File: config.mk
export PLATFORM = sky130hd
export DESIGN_NAME = spt_lcg
export DESIGN_NICKNAME = d
export VERILOG_FILES = /design/src/sv/spt_pkg.sv /design/src/sv/spt_lcg.sv
export SDC_FILE = /design/constraint.sdc
export NUM_CORES = 1
export LEC_CHECK = 0
export ABC_AREA = 1
export BUFFER_PORTS_ARGS = -buffer_cell sky130_fd_sc_hd__buf_4
export CORE_UTILIZATION = 30
export DETAILED_ROUTE_END_ITERATION = 7
export MAX_ROUTING_LAYER = met4
export PLACE_DENSITY = 0.47
export SYNTH_ARGS = -nofsm -noshare
export SYNTH_HDL_FRONTEND = slang
export SYNTH_SLANG_ARGS = --single-unit
File: constraint.sdc
create_clock -name clock -period 11.6 [get_ports clock]
set_clock_uncertainty 0.15 [all_clocks]
set_input_delay 2.32 -clock clock [delete_from_list [all_inputs] [get_ports clock]]
set_output_delay 2.32 -clock clock [all_outputs]
set_load 0.05 [all_outputs]
File: src/sv/spt_pkg.sv
// Shared constants, control structs and sizes for the seeded permutation table.
// Depends on nothing; the interfaces, spt_lcg, spt_mod_unit and the top level import it.
package spt_pkg;

   // Largest permutation the table holds.
   localparam int MAX_BLOCKS = 4096;

   // Table address and entry width, and the width of a count of 0..MAX_BLOCKS.
   localparam int ADDR_W = $clog2(MAX_BLOCKS);
   localparam int CNT_W  = $clog2(MAX_BLOCKS + 1);

   // Request and response field widths.
   localparam int COUNT_W = 13;
   localparam int POS_W   = 12;
   localparam int NUM_W   = 12;
   localparam int SEED_W  = 32;

   // Generator constants.
   localparam logic [SEED_W-1:0] SEED_RESET = 32'hDEADBEEF;
   localparam logic [SEED_W-1:0] LCG_MUL    = 32'd1664525;
   localparam logic [SEED_W-1:0] LCG_ADD    = 32'd1013904223;

   // The remainder unit works on the generator state shifted right by one.
   localparam int DVD_W  = SEED_W - 1;
   localparam int STEP_W = $clog2(DVD_W + 1);

   typedef struct packed {
      logic              start;
      logic [DVD_W-1:0]  dividend;
      logic [CNT_W-1:0]  divisor;
   } mod_req_type;

   typedef struct packed {
      logic              busy;
      logic              done;
      logic [ADDR_W-1:0] remainder;
   } mod_rsp_type;

   typedef struct packed {
      logic load;
      logic step;
   } lcg_ctrl_type;

endpackage

File: src/sv/spt_lcg.sv
// Linear congruential generator used to draw the swap index of each shuffle step.
// Depends on spt_pkg for the constants and the control struct.
module spt_lcg (
   input  logic                      clock,
   input  logic [spt_pkg::SEED_W-1:0] seed,
   input  spt_pkg::lcg_ctrl_type      ctrl,
   output logic [spt_pkg::SEED_W-1:0] state
);
   import spt_pkg::*;

   logic [SEED_W-1:0] x_ff;
   logic [SEED_W-1:0] x_in;

   always_comb begin
      x_in = x_ff;
      if (ctrl.load) begin
         x_in = seed;
      end else if (ctrl.step) begin
         // Arithmetic wraps modulo 2^32.
         x_in = x_ff * LCG_MUL + LCG_ADD;
      end
   end

   always_ff @(posedge clock) begin
      x_ff <= x_in;
   end

   assign state = x_ff;

endmodule

==> results.toml <==
[route]
drc = 0
via_count = 6983
drt_iter0_drc = 424
dr.pass1.iters = 5
wl_per_cell_microns = 17.2
routed_via_density = 4.47
finalWirelength_microns = 26900
ant_nets = 0

[clock_tree]
clkSinkCount = 32
cts_tree = "built"
numCtsBuffers = 5
clkLatencyLatePin_ns = 0.30
holdBufCountCts = 0
clockRootBuffer = "clkbuf_16"
cts_resized = 0
cts.htree.levels = 2
post_cts_buffers = 0
path_clk_slew_ns = 0.06
cts_buffer_depth = 2

[timing]
fin_crit_sh_pct = 57.3
rsz0062_at_grt = "false"
worstMarginPinSlew_ns = 0.893
max_slew_margin_pct = 40.5
final_max_slew_viol_count = 0
fmax_mhz = 150
fin_tns_setup_ns = 0
holdWs_ns = 0.782
period_needed_ns = 6.65
hold_viol = 0
setup_violations = 0

[final_layout]
layout.nets = 1502
drive_gt1_share_pct = 9.22
final_cell_area_sq_um = 10200
area_growth_pct = 12.1
antenna_cells = 0
largest_register_ffs = 32

[synthesis]
synth_async_sr_flop_share_pct = 0
syn_inst = 1104
yosysUniqueCellTypes = 36
syn-cell-area_sq_um = 9070
synthTopCellsByCount = "inv_1 (328), nand2_1 (199), ha_1 (160)"
synth_warnings = 0
synth-seq-area-share_pct = 10.6
synth.most_common_cell = "inv_1"
ys_ff_latch = 32
yosysTopAreaCell = "fa_1"
synth_area_leaders = "fa_1 (30%), ha_1 (22%), inv_1 (14%)"
synth_edf_count = 32
synth_top_area_share_pct = 30.2
synth_flop_cell = "edfxtp_1"
synth_fp_nets = 1436
synth.avg_cell_area_sq_um = 8.21

[setup_path]
r2r_cells = 23
r2r-start = "state[1]$_DFFE_PP_"
critPathLaunchType = "flop"
timing.rr.end = "state[22]$_DFFE_PP_"
arrival_ns = 6.62
cp-end-kind = "flop"
critical_path_class = "reg2reg"
required_ns = 11.57
worstPathMaxFanout = 12
reg2reg_slack_ns = 4.95

[global_routing]
overflow = 0
grt_pass1_wl_microns = 42900
grt_max_degree = 46
antenna_found_initial = 0
first_global_vias = 7569
track_usage_pct = 19.2

[min_path]
min_path_type = "reg2reg"
whs_endpoint = "state[0]$_DFFE_PP_"
hold_path_depth = 1
hold_start = "state[0]$_DFFE_PP_"

[job]
maxCapViolations = 0

[place]
postPlaceCellArea_sq_um = 10000
portBuffers = 66
dp_hpwl_microns = 24100
gp_congestion = 0.903

[run_status]
status = "complete, no violations"

[die]
start_util_pct = 30.5
die-area_sq_um = 30900
row_count = 63
die_h_microns = 176
ios = 67
core_area_sq_um = 29700
die_w_microns = 176
## cells in the final DEF, fill, tap and decap left out, drive strengths merged
master	instances
xor2	7
bufinv	1
a21o	1
o21ai	30
o21bai	5
o21a	2
ha	160
a31oi	1
nand3	52
xnor2	5
edfxtp	32
nand3b	3
a21boi	4
nor3	5
nand4	8
clkbuf	6
or2	13
clkinv	1
inv	331
nor2	56
a21oi	32
buf	66
a211o	1
nand2	209
o31ai	3
fa	137
## stage by stage
| step | worst slack (ns) | utilization [%] | cells |
|---|---|---|---|
| after floorplan | 5.49 | - | 1104 |
| after global placement | 4.98 | 33.7 | 1553 |
| after detailed placement | 4.93 | 33.7 | 1553 |
| after CTS | 4.91 | 34.2 | 1561 |
| after global routing | 4.52 | 34.2 | 1561 |
| final | 4.95 | 34.2 | 1561 |
## worst max-delay path: stages (launching register included)
cell,delay [ns]
edfxtp_1,0.64
inv_1,0.24
ha_1,0.39
xor2_1,0.46
inv_1,0.09
ha_1,0.31
fa_1,0.51
inv_1,0.06
fa_1,0.48
inv_1,0.06
fa_1,0.45
fa_1,0.49
inv_1,0.05
fa_1,0.48
inv_1,0.05
ha_1,0.35
nand2_1,0.12
nor2_1,0.11
inv_1,0.07
nor2_1,0.30
nand4_1,0.22
nand3_1,0.14
a21oi_1,0.06
a21oi_1,0.20
## worst max path at each step
| stage | startpoint | end | slack (ns) | cells past startpoint |
|---|---|---|---|---|
| after floorplan | state[1]$_DFFE_PP_ | state[26]$_DFFE_PP_ | 5.49 | 22 |
| after global placement | state[1]$_DFFE_PP_ | state[22]$_DFFE_PP_ | 4.98 | 23 |
| after detailed placement | state[1]$_DFFE_PP_ | state[29]$_DFFE_PP_ | 4.93 | 21 |
| after CTS | state[1]$_DFFE_PP_ | state[29]$_DFFE_PP_ | 4.91 | 21 |
| after global routing | state[1]$_DFFE_PP_ | state[29]$_DFFE_PP_ | 4.52 | 21 |
| final | state[1]$_DFFE_PP_ | state[22]$_DFFE_PP_ | 4.95 | 23 |
## cell families after synthesis
logic type / synth area share [%]
adder cells (fa/ha/maj): 52.3
AND/OR/NAND/NOR: 16.5
flip-flops: 10.6
AO/OA/AOI/OAI: 5.16
buffers and inverters: 14.2
XOR/XNOR: 1.16
## layout make-up
type,instances,area (sq um)
clock buffer,6,129
multi-input combinational,734,6820
tap,390,488
fill,3187,19600
inverter,331,1240
timing repair buffer,66,495
sequential,32,961
clock inverter,2,35.0
## layer usage
layer	part of all wire, %	vias to the layer above	global-route usage [%]
met5	0	-	-
met4	1.4	0	3.91
met3	1.7	15	1.21
met2	49	82	32.2
met1	48	3423	25.6
li1	-	3463	-
Power is left out: the tool's default activity adds up to more than one toggle a clock period on the data nets, which glitch-free logic cannot reach.
