--- src/sv/spt_ram.sv ---
// Generic memory with one write port and one registered read port.
// Depends on nothing.
module spt_ram #(
   parameter int WIDTH = 8,
   parameter int DEPTH = 16
) (
   input  logic                     clock,
   input  logic                     wr_en,
   input  logic [$clog2(DEPTH)-1:0] wr_addr,
   input  logic [WIDTH-1:0]         wr_data,
   input  logic                     rd_en,
   input  logic [$clog2(DEPTH)-1:0] rd_addr,
   output logic [WIDTH-1:0]         rd_data
);

   logic [WIDTH-1:0] mem_ff [DEPTH];
   logic [WIDTH-1:0] rd_data_ff;

   always_ff @(posedge clock) begin
      if (wr_en) begin
         mem_ff[wr_addr] <= wr_data;
      end
      // The read register holds its value until the next read.
      if (rd_en) begin
         rd_data_ff <= mem_ff[rd_addr];
      end
   end

   assign rd_data = rd_data_ff;

endmodule

--- config.mk ---
export PLATFORM = sky130hd
export DESIGN_NAME = spt_ram
export DESIGN_NICKNAME = d
export VERILOG_FILES = /design/src/sv/spt_ram.sv
export SDC_FILE = /design/constraint.sdc
export NUM_CORES = 1
export LEC_CHECK = 0
export BUFFER_PORTS_ARGS = -buffer_cell sky130_fd_sc_hd__buf_2
export CAP_MARGIN = 30
export CORE_ASPECT_RATIO = 1.75
export CORE_MARGIN = 2
export CORE_UTILIZATION = 53
export CTS_BUF_LIST = sky130_fd_sc_hd__clkbuf_2
export DETAILED_ROUTE_END_ITERATION = 8
export HOLD_SLACK_MARGIN = 0.08
export PLACE_DENSITY = 0.71
export SLEW_MARGIN = 20
export SYNTH_ARGS = -nofsm -noshare
export SYNTH_HDL_FRONTEND = slang
export SYNTH_SLANG_ARGS = --single-unit
--- constraint.sdc ---
create_clock -name clock -period 2.1 [get_ports clock]
set_input_delay 0 -clock clock [delete_from_list [all_inputs] [get_ports clock]]
set_output_delay 0 -clock clock [all_outputs]
set_load 0.03 [all_outputs]
==> out/metrics.csv <==
metric;value;unit
leakage;2.043;nW
Peak VDD IR;0.3943;mV
RSZ-0062 raised after global routing;false;
post-CTS resize count;0;
crit path launch type;flip-flop;
main combinational cell family by area after synthesis;multiplexers;
Final Max Slew Viols;0;
initial antenna violation count;1;
fin worst setup slack;164.4;ps
die area;10710;um2
status;complete, no violations;
CP max stage delay;570;ps
Worst path slowest cell;dlygate4sd3_1;
syn_area_per_cell;22.83;um2
Worst-path clk slew;160;ps
sequential area share after synthesis;78.12;%
fill count;707;
Max transition margin;45.40;%
post-synthesis cell area;5228;um2
mux cell area share after synthesis;14.79;%
R2R Path End;rd_data[2]$_DFFE_PP_;
Max Cap Violations;0;
critical path startpoint;mem_ff[10][2]$_DFFE_PP_;
Power Density;767.9;nW/um2
Crit path arrival time;2350;ps
Detailed Place HPWL;6.388;mm
P_sw;0.9905;mW
Min-Delay Endpoint;rd_data[1]$_DFFE_PP_;
switch share;21.47;%
final wirelength;9.928;mm
setup_tns;0;ps
worst path required time;2510;ps
Clk pwr share;26.3;%
ys async rst share;0;%
layout cells sized above 1;27.90;%
first-pass GRT wire length;15.22;mm
TritonCTS Buffers;17;
Clock Latency Late Sink;630;ps
worst-path fanout max;1;
Place WS;401.0;ps
Rows;48;
Layout Skew;13.93;ps
minimum clock period;1936;ps
area delta synth->final;14.91;%
Layout Nets;326;
cell internal pwr;3.623;mW
post-synthesis xor/xnor area fraction;0;%
routed len/inst;22.31;um
Iter 0 DRT Violations;158;
Tightest Pin Transition;817.3;ps
clk buf depth;2;
reg-to-reg setup timing slack;160;ps
GR Overflow Total;0;
critical path, cell by cell;mux4_1, a22oi_1, dlygate4sd3_1, nand2_1;
post-route ant nets;0;
vias;2533;
instance area at placement;5603;um2
Cells on Worst Hold Path;4;
Finished Cell Area;6007;um2
core box area;9729;um2
Mapped Cells;229;
DIE WIDTH;79.08;um
#FFs+latches synth;136;
Port Buf Inserts;26;
hold path start;rd_addr[0];
count of different cell masters after synthesis;18;
Root Buffer;clkbuf_2;
critical path class;reg2reg;
vias per cell;5.692;
Starting Density;53.73;%
Final period util;92.17;%
total number of H-tree levels;4;
vias in the first global route;2696;
Comb pwr share;7.2;%
final setup violation count;0;
largest net degree at the start of global routing;26;
Syn Nets;248;
overall power;4.613;mW
Primary FF master, synth;edfxtp_1;
Hold Path Class;in2reg;
area share of and/or/nand/nor cells after synthesis;3.135;%
number of flops mapped to enable cells by yosys;136;
RePlAce Congestion;0.8344;
DIE HEIGHT;135.4;um
I/O Pins;27;
final hold violation count;0;
CTS tree;built;
Clock Sinks;136;
Synth Warn #;0;
post-synthesis compound-gate area fraction;2.298;%
FF-to-FF path depth;4;
Reg-to-Reg Start;mem_ff[10][2]$_DFFE_PP_;
Total GRT Usage;20.82;%
post-synthesis adder-cell area fraction;0;%
Setup Buffers After CTS;0;
CP Capture Type;flip-flop;
Max Clk Rate;516.6;MHz
Flop pwr share;66.5;%
drt first pass iters;5;
DRC Markers;0;
-- cell type report --
| type | count | area, um2 | share of cell area [%] |
|---|---|---|---|
| tap | 125 | 156.4 | 2.604 |
| clock inverter | 8 | 56.30 | 0.9373 |
| clock buffer | 23 | 115.1 | 1.916 |
| sequential | 136 | 4084 | 67.99 |
| multi-input combinational | 83 | 1057 | 17.60 |
| antenna | 1 | 2.502 | 0.04166 |
| timing repair buffer | 69 | 535.5 | 8.915 |
-- routing by layer --
layer  up-vias  global-route usage [%]  wire length (um)
met3        11                   5.400               471
met1      1302                   24.43              3845
li1       1138                       -                 -
met4         0                   7.950               154
met5         -                       0                 0
met2        82                   36.49              5457
-- metrics by stage --
| step | std cells | hold slack [ps] | util (%) |
|---|---|---|---|
| CTS | 444 | 89.86 | 61.72 |
| global placement | 390 | 370.4 | 57.59 |
| floorplan | 229 | 98.87 | - |
| global route | 445 | 97.48 | 61.74 |
| finish | 445 | 147.4 | 61.74 |
| detailed placement | 390 | 369.5 | 57.59 |
-- power by group through the flow --
stage	Sequential (mW)	Combinational (mW)	Clock (mW)
floorplan	3.15	0.154	0
global placement	3.13	0.297	0
detailed placement	3.13	0.303	0
CTS	3.07	0.335	1.25
global route	3.07	0.361	1.35
finish	3.07	0.332	1.22
-- placed cells by master, fill, tap and decap left out, drive strengths merged --
| cell | Yosys | layout |
|---|---|---|
| nand2b | 2 | 2 |
| a22oi | 16 | 16 |
| nand3 | 1 | 1 |
| or3b | 1 | 1 |
| clkbuf | 0 | 23 |
| mux4 | 32 | 32 |
| and2b | 1 | 1 |
| nor3 | 4 | 4 |
| nand2 | 9 | 9 |
| buf | 7 | 46 |
| and2 | 1 | 1 |
| nand3b | 2 | 2 |
| bufinv | 0 | 1 |
| dlygate4sd3 | 0 | 23 |
| nor2 | 13 | 13 |
| diode | 0 | 1 |
| nor2b | 1 | 1 |
| edfxtp | 136 | 136 |
| clkinv | 0 | 7 |
-- Yosys cell counts (2+ instances only) --
| library cell | instances | area [um2] |
|---|---|---|
| a22oi_1 | 16 | 120.1 |
| buf_2 | 3 | 15.01 |
| buf_6 | 3 | 33.78 |
| clkdlybuf4s25_2 | 3 | 30.03 |
| edfxtp_1 | 136 | 4084 |
| mux4_1 | 14 | 367.9 |
| mux4_2 | 18 | 405.4 |
| nand2_1 | 9 | 33.78 |
| nand2b_1 | 2 | 12.51 |
| nand3b_1 | 2 | 15.01 |
| nor2_1 | 13 | 48.80 |
| nor3_1 | 4 | 20.02 |
-- worst max path at each step --
stage	to	slack [ps]	depth (start not counted)
2_1_floorplan	mem_ff[0][0]$_DFFE_PP_	610	2
3_3_place_gp	rd_data[1]$_DFFE_PP_	410	5
3_5_place_dp	rd_data[5]$_DFFE_PP_	400	5
4_1_cts	rd_data[2]$_DFFE_PP_	160	4
5_1_grt	rd_data[2]$_DFFE_PP_	90	4
6_report	rd_data[2]$_DFFE_PP_	160	4
-- critical path: cells and delay by family (launching register included) --
kind	cells	cell delay, ps
buf+inv	1	570
mux	1	520
simple gates	1	40
compound gates	1	190
flops	1	400
-- cells by family after synthesis --
group / count (synthesis)
flops: 136
simple gates: 35
compound gates: 16
buf+inv: 10
mux: 32
-- sequential cells by signal, indices dropped and copies added, names as in the netlist --
signal / cells
mem_ff: 128
rd_data: 8
-- repair_timing --
action / in CTS / in global routing
hold buffers: 23 / 0
endpoints found under the hold margin: 268 / 0
endpoints found under the setup margin: 0 / 0
Power figures use the tool's default switching activity.
