### config.mk
export PLATFORM = sky130hd
export DESIGN_NAME = spt_mod_unit
export DESIGN_NICKNAME = d
export VERILOG_FILES = /design/src/sv/spt_pkg.sv /design/src/sv/spt_mod_unit.sv
export SDC_FILE = /design/constraint.sdc
export NUM_CORES = 1
export LEC_CHECK = 0
export ABC_AREA = 1
export BUFFER_PORTS_ARGS = -buffer_cell sky130_fd_sc_hd__buf_2
export CORE_ASPECT_RATIO = 0.7
export CORE_MARGIN = 2
export CORE_UTILIZATION = 39
export DETAILED_ROUTE_END_ITERATION = 10
export HOLD_SLACK_MARGIN = 0.02
export MAX_ROUTING_LAYER = met4
export PLACE_DENSITY_LB_ADDON = 0.2
export SETUP_SLACK_MARGIN = 0.1
export SLEW_MARGIN = 20
export SYNTH_ARGS = -nofsm -noshare
export SYNTH_HDL_FRONTEND = slang
export SYNTH_SLANG_ARGS = --single-unit
### constraint.sdc
create_clock -name clock -period 5.4 [get_ports clock]
set_clock_uncertainty 0.1 [all_clocks]
set_input_delay 0.27 -clock clock [delete_from_list [all_inputs] [get_ports clock]]
set_output_delay 0.27 -clock clock [all_outputs]
set_load 0.1 [all_outputs]
### src/sv/spt_pkg.sv
// Shared constants, control structs and sizes for the seeded permutation table.
// Depends on nothing; the interfaces, spt_lcg, spt_mod_unit and the top level import it.
package spt_pkg;

   // Largest permutation the table holds.
   localparam int MAX_BLOCKS = 4096;

   // Table address and entry width, and the width of a count of 0..MAX_BLOCKS.
   localparam int ADDR_W = $clog2(MAX_BLOCKS);
   localparam int CNT_W  = $clog2(MAX_BLOCKS + 1);

   // Request and response field widths.
   localparam int COUNT_W = 13;
   localparam int POS_W   = 12;
   localparam int NUM_W   = 12;
   localparam int SEED_W  = 32;

   // Generator constants.
   localparam logic [SEED_W-1:0] SEED_RESET = 32'hDEADBEEF;
   localparam logic [SEED_W-1:0] LCG_MUL    = 32'd1664525;
   localparam logic [SEED_W-1:0] LCG_ADD    = 32'd1013904223;

   // The remainder unit works on the generator state shifted right by one.
   localparam int DVD_W  = SEED_W - 1;
   localparam int STEP_W = $clog2(DVD_W + 1);

   typedef struct packed {
      logic              start;
      logic [DVD_W-1:0]  dividend;
      logic [CNT_W-1:0]  divisor;
   } mod_req_type;

   typedef struct packed {
      logic              busy;
      logic              done;
      logic [ADDR_W-1:0] remainder;
   } mod_rsp_type;

   typedef struct packed {
      logic load;
      logic step;
   } lcg_ctrl_type;

endpackage

### src/sv/spt_mod_unit.sv
// Bit-serial restoring remainder unit: one dividend bit per cycle, one compare and subtract.
// Depends on spt_pkg for the widths and the request and response structs.
module spt_mod_unit (
   input  logic                 clock,
   input  logic                 reset,
   input  spt_pkg::mod_req_type mod_req,
   output spt_pkg::mod_rsp_type mod_rsp
);
   import spt_pkg::*;

   logic [CNT_W-1:0]  rem_ff, rem_in;
   logic [DVD_W-1:0]  dvd_ff, dvd_in;
   logic [CNT_W-1:0]  div_ff, div_in;
   logic [STEP_W-1:0] cnt_ff, cnt_in;
   logic              busy_ff, busy_in;
   logic              done_ff, done_in;
   logic [CNT_W:0]    trial;

   always_comb begin
      rem_in  = rem_ff;
      dvd_in  = dvd_ff;
      div_in  = div_ff;
      cnt_in  = cnt_ff;
      busy_in = busy_ff;
      done_in = 1'b0;
      trial   = {rem_ff, dvd_ff[DVD_W-1]};

      if (mod_req.start) begin
         rem_in  = '0;
         dvd_in  = mod_req.dividend;
         div_in  = mod_req.divisor;
         cnt_in  = STEP_W'(DVD_W);
         busy_in = 1'b1;
      end else if (busy_ff) begin
         // The partial remainder stays below the divisor, so one subtract suffices.
         if (trial >= {1'b0, div_ff}) begin
            rem_in = CNT_W'(trial - {1'b0, div_ff});
         end else begin
            rem_in = trial[CNT_W-1:0];
         end
         dvd_in = {dvd_ff[DVD_W-2:0], 1'b0};
         cnt_in = cnt_ff - 1'b1;
         if (cnt_ff == STEP_W'(1)) begin
            busy_in = 1'b0;
            done_in = 1'b1;
         end
      end
   end

   always_ff @(posedge clock) begin
      if (reset) begin
         busy_ff <= 1'b0;
         done_ff <= 1'b0;
         cnt_ff  <= '0;
      end else begin
         busy_ff <= busy_in;
         done_ff <= done_in;
         cnt_ff  <= cnt_in;
      end
      rem_ff <= rem_in;
      dvd_ff <= dvd_in;
      div_ff <= div_in;
   end

   assign mod_rsp.busy      = busy_ff;
   assign mod_rsp.done      = done_ff;
   assign mod_rsp.remainder = rem_ff[ADDR_W-1:0];

endmodule

==> impl_metrics.tcl <==
set metrics [dict create \
    clock_power_share_pct 41.9 \
    clock.fmax_ghz 0.4503 \
    wl_per_cell_um 12.44 \
    fin_crit_sh_pct 41.12 \
    ff2ff_setup_slack_ps 3180 \
    ys_seq_area_share_pct 46.95 \
    grt_max_degree 40 \
    grt_remaining_overflow 0 \
    start_util_pct 40.27 \
    crit_end "rem_ff[0]" \
    dieWidth_um 119.9 \
    sw_frac_of_total_pct 25.70 \
    cts_tree "yes" \
    drc_errors 0 \
    dp_slack_ps 3194 \
    core_sq_um 9107 \
    path_cells "inv_1 -> ha_1 -> nand2_1 -> nand2_1 -> inv_2 -> nand2_1 -> a21oi_4 -> nand3_4 -> nor2_1 -> nor2_1 -> nor2_1" \
    async_reset_ff_share_pct 0 \
    finalHoldViolCount 0 \
    ys.flop_type "edfxtp_1" \
    ys_warn_count 0 \
    combPwrFrac_pct 12.4 \
    fp-row-count 29 \
    end_kind "flip-flop" \
    syn_inst 467 \
    grt_util_all_layers_pct 18.07 \
    cts.clk_slew.worst_paths_ps 50 \
    crit_required_ps 5570 \
    synth_area_leaders "edfxtp_1, nand2_1, dfxtp_1" \
    antenna_found_initial 0 \
    dpl.hpwl_um 5743 \
    totalWireLength_um 8139 \
    vias 2970 \
    die_h_um 85.13 \
    root_buffer "clkbuf_16" \
    start_kind "flip-flop" \
    clk_latency_ps 330 \
    avgSynthCellArea_sq_um 7.853 \
    switching_power_mw 0.3277 \
    seqPwrFrac_pct 45.7 \
    num-nets-final 588 \
    postCtsSetupRepairBufs 0 \
    ir_drop_uv 208.6 \
    reg2reg_depth 11 \
    arrival_ps 2390 \
    finalCriticalPeriod_ps 2221 \
    slew_headroom_pct 65.06 \
    rsz0062_at_grt "no" \
    io_pins 61 \
    syn-num-nets 530 \
    synth_cell_types 31 \
    ant_nets 0 \
    tns_ps 0 \
    max_stage_delay_ps 380 \
    drv_cap 0 \
    first_iter_violations 140 \
    worst_pin_slew_ps 523.5 \
    setup.worst_path.class "reg2reg" \
    diodes 0 \
    cts_made_buffers 9 \
    drive_gt1_share_pct 18.87 \
    routed_via_density 4.541 \
    clock-sinks 64 \
    fin_util_pct 47.84 \
    stdcell_area_sq_um 4357 \
    finalSetupViolCount 0 \
    portBuffers 60 \
    hold_path.class "in2reg" \
    first_pass_iters 4 \
    r2r-end "rem_ff[0]" \
    drv_slew 0 \
    grt_pass1_vias 2889 \
    r2r_start "div_ff[9]" \
    status "completed" \
    worst-path-max-fanout 14 \
    synth-edff-count 44 \
    yosys.area.top_type "edfxtp_1" \
    p_int_mw 0.9473 \
    power-per-cell-area_nw_per_um2 292.7 \
    gp_congestion 0.8716 \
    cpMaxStageDelayCell "a21oi_4" \
    cts_buffer_depth 2 \
    dieArea_sq_um 10210 \
    synthTopCellsByCount "nand2_1, inv_1, edfxtp_1, nand3_1, dfxtp_1" \
    crit_start "div_ff[9]" \
    worst_slack_ps 3179 \
    place_area_sq_um 3981 \
    post-synth-top-count-cell "nand2_1" \
    synth_top_area_share_pct 36.03 \
    grt_first_pass_wirelength_um 13870 \
    ys_ff_latch 64 \
    htreeDepth 3 \
    synth_area_sq_um 3667 \
    p_leak_nw 2.277 \
    area_delta_synth_final_pct 18.80 \
]
-- registers in the layout (all words and copies together) (netlist names) --
signal and cells:
dvd_ff 31, div_ff 13, rem_ff 13, cnt_ff 5
busy_ff 1, done_ff 1
-- worst max-delay path: cells and delay by family (launching register included) --
family                     cells  cell delay, ps
and+or+nand+nor                7             900
AOI/OAI and AO/OA              1             380
DFF                            1             360
adders and majority gates      1             280
buffers and inverters          2             140
-- cell usage in the layout (no fill, tap or decap) --
cell | Yosys | layout
ha_1 | 15 | 15
a31oi_1 | 2 | 2
nand4_1 | 18 | 18
clkbuf_8 | 0 | 1
a221oi_1 | 1 | 1
clkinvlp_4 | 0 | 1
o21ai_1 | 1 | 1
nor2_1 | 13 | 13
inv_1 | 68 | 68
xor2_1 | 3 | 3
dlygate4sd3_1 | 0 | 10
o31ai_1 | 1 | 1
edfxtp_1 | 44 | 44
nor2_2 | 3 | 3
clkbuf_1 | 7 | 1
inv_2 | 8 | 8
clkbuf_16 | 0 | 9
o21ai_0 | 2 | 2
dfxtp_1 | 20 | 20
nand2_2 | 3 | 3
a21oi_1 | 5 | 5
xnor2_1 | 3 | 3
nor3_1 | 1 | 1
nand3_2 | 6 | 6
buf_2 | 5 | 60
or2_2 | 1 | 1
nand3_4 | 1 | 1
a21oi_4 | 1 | 1
clkinv_4 | 0 | 2
buf_4 | 14 | 4
clkinv_1 | 1 | 3
o211ai_1 | 1 | 1
nand3_1 | 24 | 24
nand2_1 | 193 | 193
fa_1 | 1 | 1
-- worst min path at each step --
stage                     start  slack [ps]          to  cells after the start
finish               mod_req[7]          30   div_ff[7]                      1
detailed placement  mod_req[11]         350  div_ff[11]                      1
global placement     mod_req[9]         350   div_ff[9]                      1
floorplan                 reset         240   cnt_ff[3]                      1
global route         mod_req[2]          20   div_ff[2]                      1
CTS                 mod_req[10]          20  div_ff[10]                      1
-- timing repair --
| action | 4_1_cts | 5_1_grt |
|---|---|---|
| hold endpoints to repair | 9 | 1 |
| gates resized for setup | 0 | 0 |
| hold buffers | 9 | 1 |
| setup endpoints to repair | 0 | 0 |
-- power by group through the flow --
| stage | registers (mW) | logic, mW | clock network, mW |
|---|---|---|---|
| floorplan | 0.589 | 0.108 | 0 |
| global placement | 0.592 | 0.152 | 0 |
| detailed placement | 0.593 | 0.153 | 0 |
| CTS | 0.583 | 0.159 | 0.543 |
| global route | 0.587 | 0.181 | 0.563 |
| finish | 0.583 | 0.159 | 0.534 |
-- cell families after synthesis --
family / Yosys count / share of synthesized area (%)
compound gates: 14 / 2.525
buf+inv: 104 / 12.56
flops: 64 / 46.95
fa+ha+maj: 16 / 5.664
simple gates: 263 / 30.88
xor+xnor: 6 / 1.433
-- per-stage QoR --
step / std cells / hold slack [ps] / power (mW)
after floorplan: 467 / 239.4 / 0.6974
after global placement: 628 / 350.2 / 0.7438
after detailed placement: 628 / 351.5 / 0.7458
after CTS: 653 / 20.26 / 1.285
after global routing: 654 / 20.78 / 1.331
final: 654 / 26.60 / 1.275
-- metal layers --
metal  global-route usage, %  share of wire [%]
met1                   26.41                 52
met2                   23.66                 39
met3                   5.981                7.9
met4                   4.813                1.2
met5                       -                  0
-- final cells by class --
| type | instances | area [sq um] |
|---|---|---|
| Multi-Input combinational cell | 299 | 1485 |
| Timing Repair Buffer | 74 | 430.4 |
| Sequential cell | 64 | 1722 |
| Fill cell | 944 | 4751 |
| Clock buffer | 11 | 242.7 |
| Tap cell | 124 | 155.1 |
| Clock inverter | 5 | 32.53 |
| Inverter | 77 | 289.0 |
Note: power is estimated with default switching activity, not from simulation.
